## src/sv/tlc_pkg.sv

```systemverilog
// Package for the two-way LRU cache tag lookup: address field widths,
// set geometry and the sequencer state type.
// Depends on nothing; the top level imports it.
package tlc_pkg;

	localparam int unsigned AddrBits   = 32;
	localparam int unsigned OffsetBits = 5;
	localparam int unsigned SetBits    = 6;
	localparam int unsigned NumSets    = 1 << SetBits;
	localparam int unsigned BlockBits  = AddrBits - OffsetBits;
	localparam int unsigned TagBits    = BlockBits - SetBits;

	typedef logic [AddrBits-1:0]   addr_t;
	typedef logic [OffsetBits-1:0] offset_t;
	typedef logic [BlockBits-1:0]  block_t;
	typedef logic [SetBits-1:0]    set_t;
	typedef logic [TagBits-1:0]    tag_t;

	// One row of the tag store: both ways of a set.
	typedef struct packed {
		tag_t way1;
		tag_t way0;
	} tag_row_t;

	typedef enum logic [1:0] {
		ST_IDLE,
		ST_CMP0,
		ST_CMP1,
		ST_DONE
	} seq_state_t;

endpackage

```

## src/sv/two_way_lru_cache_tag_lookup.sv

```systemverilog
// Tag directory of a two-way set-associative cache with LRU replacement.
// Holds the tag store, the per-set valid and recency bits and the lookup sequencer.
// Depends on tlc_pkg.

// A request is taken at a rising edge with start high and busy low; its
// byte address is split into offset, block number, set index and tag, and
// the tag is checked against both ways of the set. The result appears on
// the result ports for exactly one cycle, marked by done, once the request
// has passed CMP0, CMP1 and DONE; the receiver cannot stall it, so it must
// be ready to capture the result in that cycle. Busy is high in CMP0, CMP1
// and DONE and drops in the cycle in which done is shown, so a new request
// may be taken then, but not before the last one is through. That pace is
// set by the single tag store read port (one registered read per request)
// and by the one shared tag comparator, which checks way 0 and way 1 in
// successive cycles before the update cycle. Empty ways are filled first,
// way 0 then way 1; a miss in a full set replaces the way that was not most
// recently used and reports its old tag. Valid and recency bits clear at
// reset, so no clearing pass is needed; the tag store itself is not
// cleared, and a way only counts as a hit once it is filled.
module two_way_lru_cache_tag_lookup (
	input  logic             clk,
	input  logic             arst_n,
	input  logic             start,
	output logic             busy,
	input  tlc_pkg::addr_t   byte_address,
	output logic             done,
	output tlc_pkg::offset_t byte_offset,
	output tlc_pkg::block_t  block_number,
	output tlc_pkg::set_t    set_index,
	output logic             way_used,
	output tlc_pkg::tag_t    line_tag,
	output logic             is_miss,
	output logic             did_replace,
	output tlc_pkg::tag_t    evicted_tag
);
	import tlc_pkg::*;

	// Sequencer state.
	seq_state_t state_q, state_d;

	// The request being worked on.
	addr_t addr_q;
	set_t  set_w;
	tag_t  tag_w;

	// Tag store: one row per set, read and written in clocked blocks.
	tag_row_t tag_mem [NumSets];
	tag_row_t rd_row_q;

	// Per-set state that resets: the two valid bits stand for the fill
	// count, and recent_q holds the most recently used way.
	logic [NumSets-1:0] valid0_q;
	logic [NumSets-1:0] valid1_q;
	logic [NumSets-1:0] recent_q;

	// Shared comparator and its registered results.
	tag_t cmp_operand;
	logic cmp_equal;
	logic hit0_q;
	logic hit1_q;

	// Update decision, worked out in the last cycle of a request.
	logic     cur_valid0;
	logic     cur_valid1;
	logic     cur_recent;
	logic     dec_way;
	logic     dec_miss;
	logic     dec_replace;
	tag_t     dec_evicted;
	logic     dec_write;
	tag_row_t new_row;

	// Result registers.
	logic done_q;
	logic way_q;
	logic miss_q;
	logic replace_q;
	tag_t evicted_q;

	assign set_w = addr_q[OffsetBits +: SetBits];
	assign tag_w = addr_q[OffsetBits + SetBits +: TagBits];

	// The sequencer: accept, compare way 0, compare way 1, update.
	always_ff @(posedge clk or negedge arst_n) begin
		if (!arst_n) begin
			state_q <= ST_IDLE;
		end else begin
			state_q <= state_d;
		end
	end

	always_comb begin
		state_d = state_q;
		unique case (state_q)
			ST_IDLE: begin
				if (start) begin
					state_d = ST_CMP0;
				end
			end
			ST_CMP0: state_d = ST_CMP1;
			ST_CMP1: state_d = ST_DONE;
			ST_DONE: state_d = ST_IDLE;
			default: state_d = ST_IDLE;
		endcase
	end

	assign busy = (state_q != ST_IDLE);

	// Capture the address and read the set's row as the request is taken.
	always_ff @(posedge clk) begin
		if (start && !busy) begin
			addr_q   <= byte_address;
			rd_row_q <= tag_mem[byte_address[OffsetBits +: SetBits]];
		end
	end

	// One comparator serves both ways: way 0 in the first compare cycle,
	// way 1 in the second.
	assign cmp_operand = (state_q == ST_CMP0) ? rd_row_q.way0 : rd_row_q.way1;
	assign cmp_equal   = (cmp_operand == tag_w);

	always_ff @(posedge clk) begin
		if (state_q == ST_CMP0) begin
			hit0_q <= cmp_equal;
		end
		if (state_q == ST_CMP1) begin
			hit1_q <= cmp_equal;
		end
	end

	// Hit, fill or replace. A way only counts as a hit once it is filled,
	// and way 0 wins when both ways match.
	always_comb begin
		cur_valid0  = valid0_q[set_w];
		cur_valid1  = valid1_q[set_w];
		cur_recent  = recent_q[set_w];
		dec_way     = 1'b0;
		dec_miss    = 1'b0;
		dec_replace = 1'b0;
		dec_evicted = '0;
		dec_write   = 1'b0;
		new_row     = rd_row_q;
		if (cur_valid0 && hit0_q) begin
			dec_way = 1'b0;
		end else if (cur_valid0 && cur_valid1 && hit1_q) begin
			dec_way = 1'b1;
		end else begin
			dec_miss  = 1'b1;
			dec_write = 1'b1;
			if (!cur_valid0) begin
				dec_way = 1'b0;
			end else if (!cur_valid1) begin
				dec_way = 1'b1;
			end else begin
				// Full set: evict the way that was not used last.
				dec_replace = 1'b1;
				dec_way     = ~cur_recent;
				dec_evicted = cur_recent ? rd_row_q.way0 : rd_row_q.way1;
			end
			if (dec_way) begin
				new_row.way1 = tag_w;
			end else begin
				new_row.way0 = tag_w;
			end
		end
	end

	always_ff @(posedge clk) begin
		if (state_q == ST_DONE && dec_write) begin
			tag_mem[set_w] <= new_row;
		end
	end

	always_ff @(posedge clk or negedge arst_n) begin
		if (!arst_n) begin
			valid0_q <= '0;
			valid1_q <= '0;
			recent_q <= '0;
		end else if (state_q == ST_DONE) begin
			recent_q[set_w] <= dec_way;
			if (dec_write && !dec_way) begin
				valid0_q[set_w] <= 1'b1;
			end
			if (dec_write && dec_way) begin
				valid1_q[set_w] <= 1'b1;
			end
		end
	end

	// The result is registered at the update and shown in the cycle after it.
	always_ff @(posedge clk or negedge arst_n) begin
		if (!arst_n) begin
			done_q <= 1'b0;
		end else begin
			done_q <= (state_q == ST_DONE);
		end
	end

	always_ff @(posedge clk) begin
		if (state_q == ST_DONE) begin
			way_q     <= dec_way;
			miss_q    <= dec_miss;
			replace_q <= dec_replace;
			evicted_q <= dec_evicted;
		end
	end

	assign done         = done_q;
	assign byte_offset  = addr_q[OffsetBits-1:0];
	assign block_number = addr_q[AddrBits-1:OffsetBits];
	assign set_index    = set_w;
	assign line_tag     = tag_w;
	assign way_used     = way_q;
	assign is_miss      = miss_q;
	assign did_replace  = replace_q;
	assign evicted_tag  = evicted_q;

	// A result is only shown once the sequencer has gone back to idle.
	assert property (@(posedge clk) disable iff (!arst_n) done |-> !busy)
		else $error("result shown while a request is still in progress");

	// An accepted request keeps the block busy in the following cycle.
	assert property (@(posedge clk) disable iff (!arst_n) (start && !busy) |=> busy)
		else $error("request accepted but block not busy afterwards");

	// The update cycle is always followed by the result strobe.
	assert property (@(posedge clk) disable iff (!arst_n) (state_q == ST_DONE) |=> done)
		else $error("update cycle not followed by a result");

	// A replacement is always a miss.
	assert property (@(posedge clk) disable iff (!arst_n) (done && did_replace) |-> is_miss)
		else $error("replacement reported on a hit");

endmodule
```

## config.mk

```make
export PLATFORM = sky130hd
export DESIGN_NAME = two_way_lru_cache_tag_lookup
export DESIGN_NICKNAME = d
export VERILOG_FILES = /design/src/sv/tlc_pkg.sv /design/src/sv/two_way_lru_cache_tag_lookup.sv
export SDC_FILE = /design/constraint.sdc
export NUM_CORES = 2
export LEC_CHECK = 0
export ABC_AREA = 0
export BUFFER_PORTS_ARGS = -buffer_cell sky130_fd_sc_hd__buf_2
export CORE_MARGIN = 3
export CORE_UTILIZATION = 55
export CTS_BUF_LIST = sky130_fd_sc_hd__clkbuf_4
export DETAILED_ROUTE_END_ITERATION = 12
export PLACE_DENSITY = 0.76
export SKIP_LAST_GASP = 1
export SLEW_MARGIN = 15
export SYNTH_ARGS = -nofsm -noshare
export SYNTH_HDL_FRONTEND = slang
export SYNTH_SLANG_ARGS = --single-unit
```

## constraint.sdc

```tcl
create_clock -name clk -period 5.43 [get_ports clk]
set_input_delay 0.543 -clock clk [delete_from_list [all_inputs] [get_ports clk]]
set_output_delay 0.543 -clock clk [all_outputs]
set_load 0.005 [all_outputs]
```

==> results.toml <==
[run_status]
status = "finished clean"

[grt]
grt_pass1_wl_um = 446000
met2_usage_pct = 45.2
grtUsageMet3_pct = 8.00
antenna_found_initial = 11
grt_util_all_layers_pct = 29.3
global_route.overflow_total = 0
grt_pass1_vias = 61200
grt_max_degree = 83
grtUsageMet1_pct = 39.7
global_route.peak_usage_layer = "met2"

[worst_setup_path]
critPathKind = "reg -> reg"
cp.required_ns = 6.43
setup.worst_path.end_class = "register"
critPathMaxFanout = 64
crit_arrival_ns = 6.32
cp-start-kind = "register"

[logic_synthesis]
syn_inst = 5007
synth-edff-count = 2788
synth_top_family_by_area = "multiplexers"
avgSynthCellArea_um2 = 23.0
synth.distinct_cells = 66
yosys.area_share.simple_pct = 1.38
ys_warn_count = 0
synth.net_count = 5047
synth_compound_area_share_pct = 1.85
ys_seq_elements = 2983
synth_xor_area_share_pct = 0.160
synthFlopType = "edfxtp_1"
synth.cell_area_um2 = 115000
synthAdderAreaFrac_pct = 0.0543
synthArstFlopShare_pct = 6.54
synth-seq-area-share_pct = 76.9
synthMuxAreaShare_pct = 18.5

[worst_hold_path]
hold_path.class = "in -> reg"

[clock_network]
cts.sinks = 2983
clk_pin_slew_ns = 0.07
clockBufferDepth = 4
post_cts_buffers = 0
h-tree-depth = 6
insertion_delay_ns = 1.48
numCtsBuffers = 719
cts_tree = "done"
cts_root_buf = "clkbuf_4"

[power]
ir_worst_vdd_mv = 0.246
power.total_mw = 52.4
p_per_area_nw_per_um2 = 399
leakage_nw = 43.0

[timing]
max_freq_mhz = 188
finalCriticalPeriod_ns = 5.32
finalSetupViolCount = 0
tightestPinTransition_ns = 1.19
whs_ns = 0.318
slew_violations = 0
min_period_over_period_pct = 97.9
setup_slack_ns = 0.112
final_hold_viol_count = 0
skew_ns = 0.126
tns_ns = 0
rsz0062_at_grt = "false"
worst_slew_margin_rel_pct = 20.6

[route]
drc = 0
wl_um = 313000
viasPerCell = 6.63
drtAntennaViolNets = 0
drtPass1Iterations = 8
vias = 60600
wire_per_inst_um = 34.2
dr.first_iter.drc_count = 9459

[layout]
area_growth_pct = 13.9
instances_no_fill = 9153
final_area_um2 = 131000
final_nets = 5899
drive_above_1_share_pct = 40.2
utilization_pct = 63.2

[placed_design]
place.port_buffers = 119
gp_congestion = 0.926
dpl.hpwl_um = 170000
dpl.cell_count = 7863
pre_cts_slack_ns = 0.398
place_area_um2 = 122000

[floorplanning]
fp-row-count = 167
start_util_pct = 55.5
die-height_um = 464
coreArea_um2 = 208000
die_width_um = 464
ios = 120
die_area_um2 = 215000

[run]
maxCapViolations = 0
## final timing paths
path	end	slack [ns]	startpoint	cells past startpoint
worst max-delay path	tag_mem[15][15]$_DFFE_PP_	0.11	addr_q[6]$_DFFE_PP_	9
worst min-delay path	rd_row_q[39]$_DFFE_PP_	0.32	start	3
worst max register to register	tag_mem[15][15]$_DFFE_PP_	0.11	addr_q[6]$_DFFE_PP_	9
worst min register to register	valid1_q[63]$_DFFE_PN0P_	0.47	valid1_q[63]$_DFFE_PN0P_	1
max in group asynchronous	valid0_q[26]$_DFFE_PN0P_	4.31	arst_n	4
min in group asynchronous	done$_DFF_PN0_	0.37	arst_n	4
## repair_timing
action | CTS | global route
gates resized for setup | 0 | 0
hold buffers | 63 | 0
hold endpoints to repair | 285 | 0
## registers in the layout (all words and copies together) (netlist names), 2 cells and up
name	flops
valid1_q	64
state_q	2
evicted_tag	21
valid0_q	64
rd_row_q	42
tag_mem	2688
addr_q	32
recent_q	64
## metal layers
layer,share of wire (%),wire length [um]
met1,35,108000
met2,48,151000
met4,4.6,14500
met3,13,39400
met5,0.026,80
## Yosys cell counts (4+ instances only)
master    instances  area share [%]
nor3_1            9           0.039
nor2b_1           9           0.049
edfxtp_1       2788              73
a31o_1           12           0.091
nand4_1           4           0.022
ha_1              5           0.054
or3b_2            5           0.038
o21ai_1          50            0.22
o21bai_1         62            0.40
xnor2_1          17            0.13
buf_4            32            0.21
a22oi_1           9           0.059
nand3_1          11           0.048
and3_1            4           0.022
buf_2            37            0.16
nor4_1            4           0.022
a21oi_1           9           0.039
nor2_1          103            0.34
buf_1            75            0.24
mux2i_1          71            0.62
nand2_1         163            0.53
a31o_2           53            0.40
clkbuf_1        169            0.55
nand3b_1         12           0.078
inv_1            13           0.042
mux4_2          881              17
mux2_1           12            0.12
dfrtp_1         195             4.2
mux2_2           56            0.55
a211o_1           4           0.030
o21ai_0          36            0.16
xor2_1            4           0.030
nand2b_1         13           0.071
o22ai_1           8           0.043
a221oi_1         18            0.14
## critical path, cell delays in order, from the launching register on
cell and delay (ns):
edfxtp_1 0.77, buf_4 0.33, nand2b_1 0.18, o22ai_1 0.12, or3_1 0.37, a2111oi_2 0.68, a31oi_1 0.32, a31oi_4 0.79
buf_12 0.28, mux2_2 0.98
## placed cells by master, fill, tap and decap left out, drive strengths merged, types with 13 or more instances in the layout
master	synthesis	layout
a221oi	18	18
mux2	68	68
edfxtp	2788	2788
o21bai	62	62
mux4	881	881
bufinv	0	14
inv	13	23
clkinv	0	146
nand2	163	163
nand2b	13	13
xnor2	17	17
a31o	65	65
clkbuf	169	1042
buf	145	382
mux2i	71	71
dfrtp	195	195
nor2	103	103
o21ai	86	86
dlygate4sd3	0	62
## cell families after synthesis
| logic type | count (synthesis) |
|---|---|
| flip-flops | 2983 |
| XOR/XNOR | 21 |
| multiplexers | 1020 |
| buffers and inverters | 327 |
| AO/OA/AOI/OAI | 296 |
| AND/OR/NAND/NOR | 355 |
| adder cells (fa/ha/maj) | 5 |
## report_power, final
group / switching, mW / internal (mW)
combinational: 4.27 / 1.78
sequential: 0.487 / 27.7
clock: 8.66 / 9.41
total: 13.4 / 38.9
## cell type report
type	count	area, um^2
Sequential cell	2983	88600
Fill cell	13500	76400
Multi-Input combinational cell	1697	25900
Clock buffer	1041	7820
Timing Repair Buffer	445	4410
Tap cell	2788	3490
Clock inverter	174	1070
Inverter	13	48.8
Antenna cell	12	30.0
(Power assumes the default switching activity.)
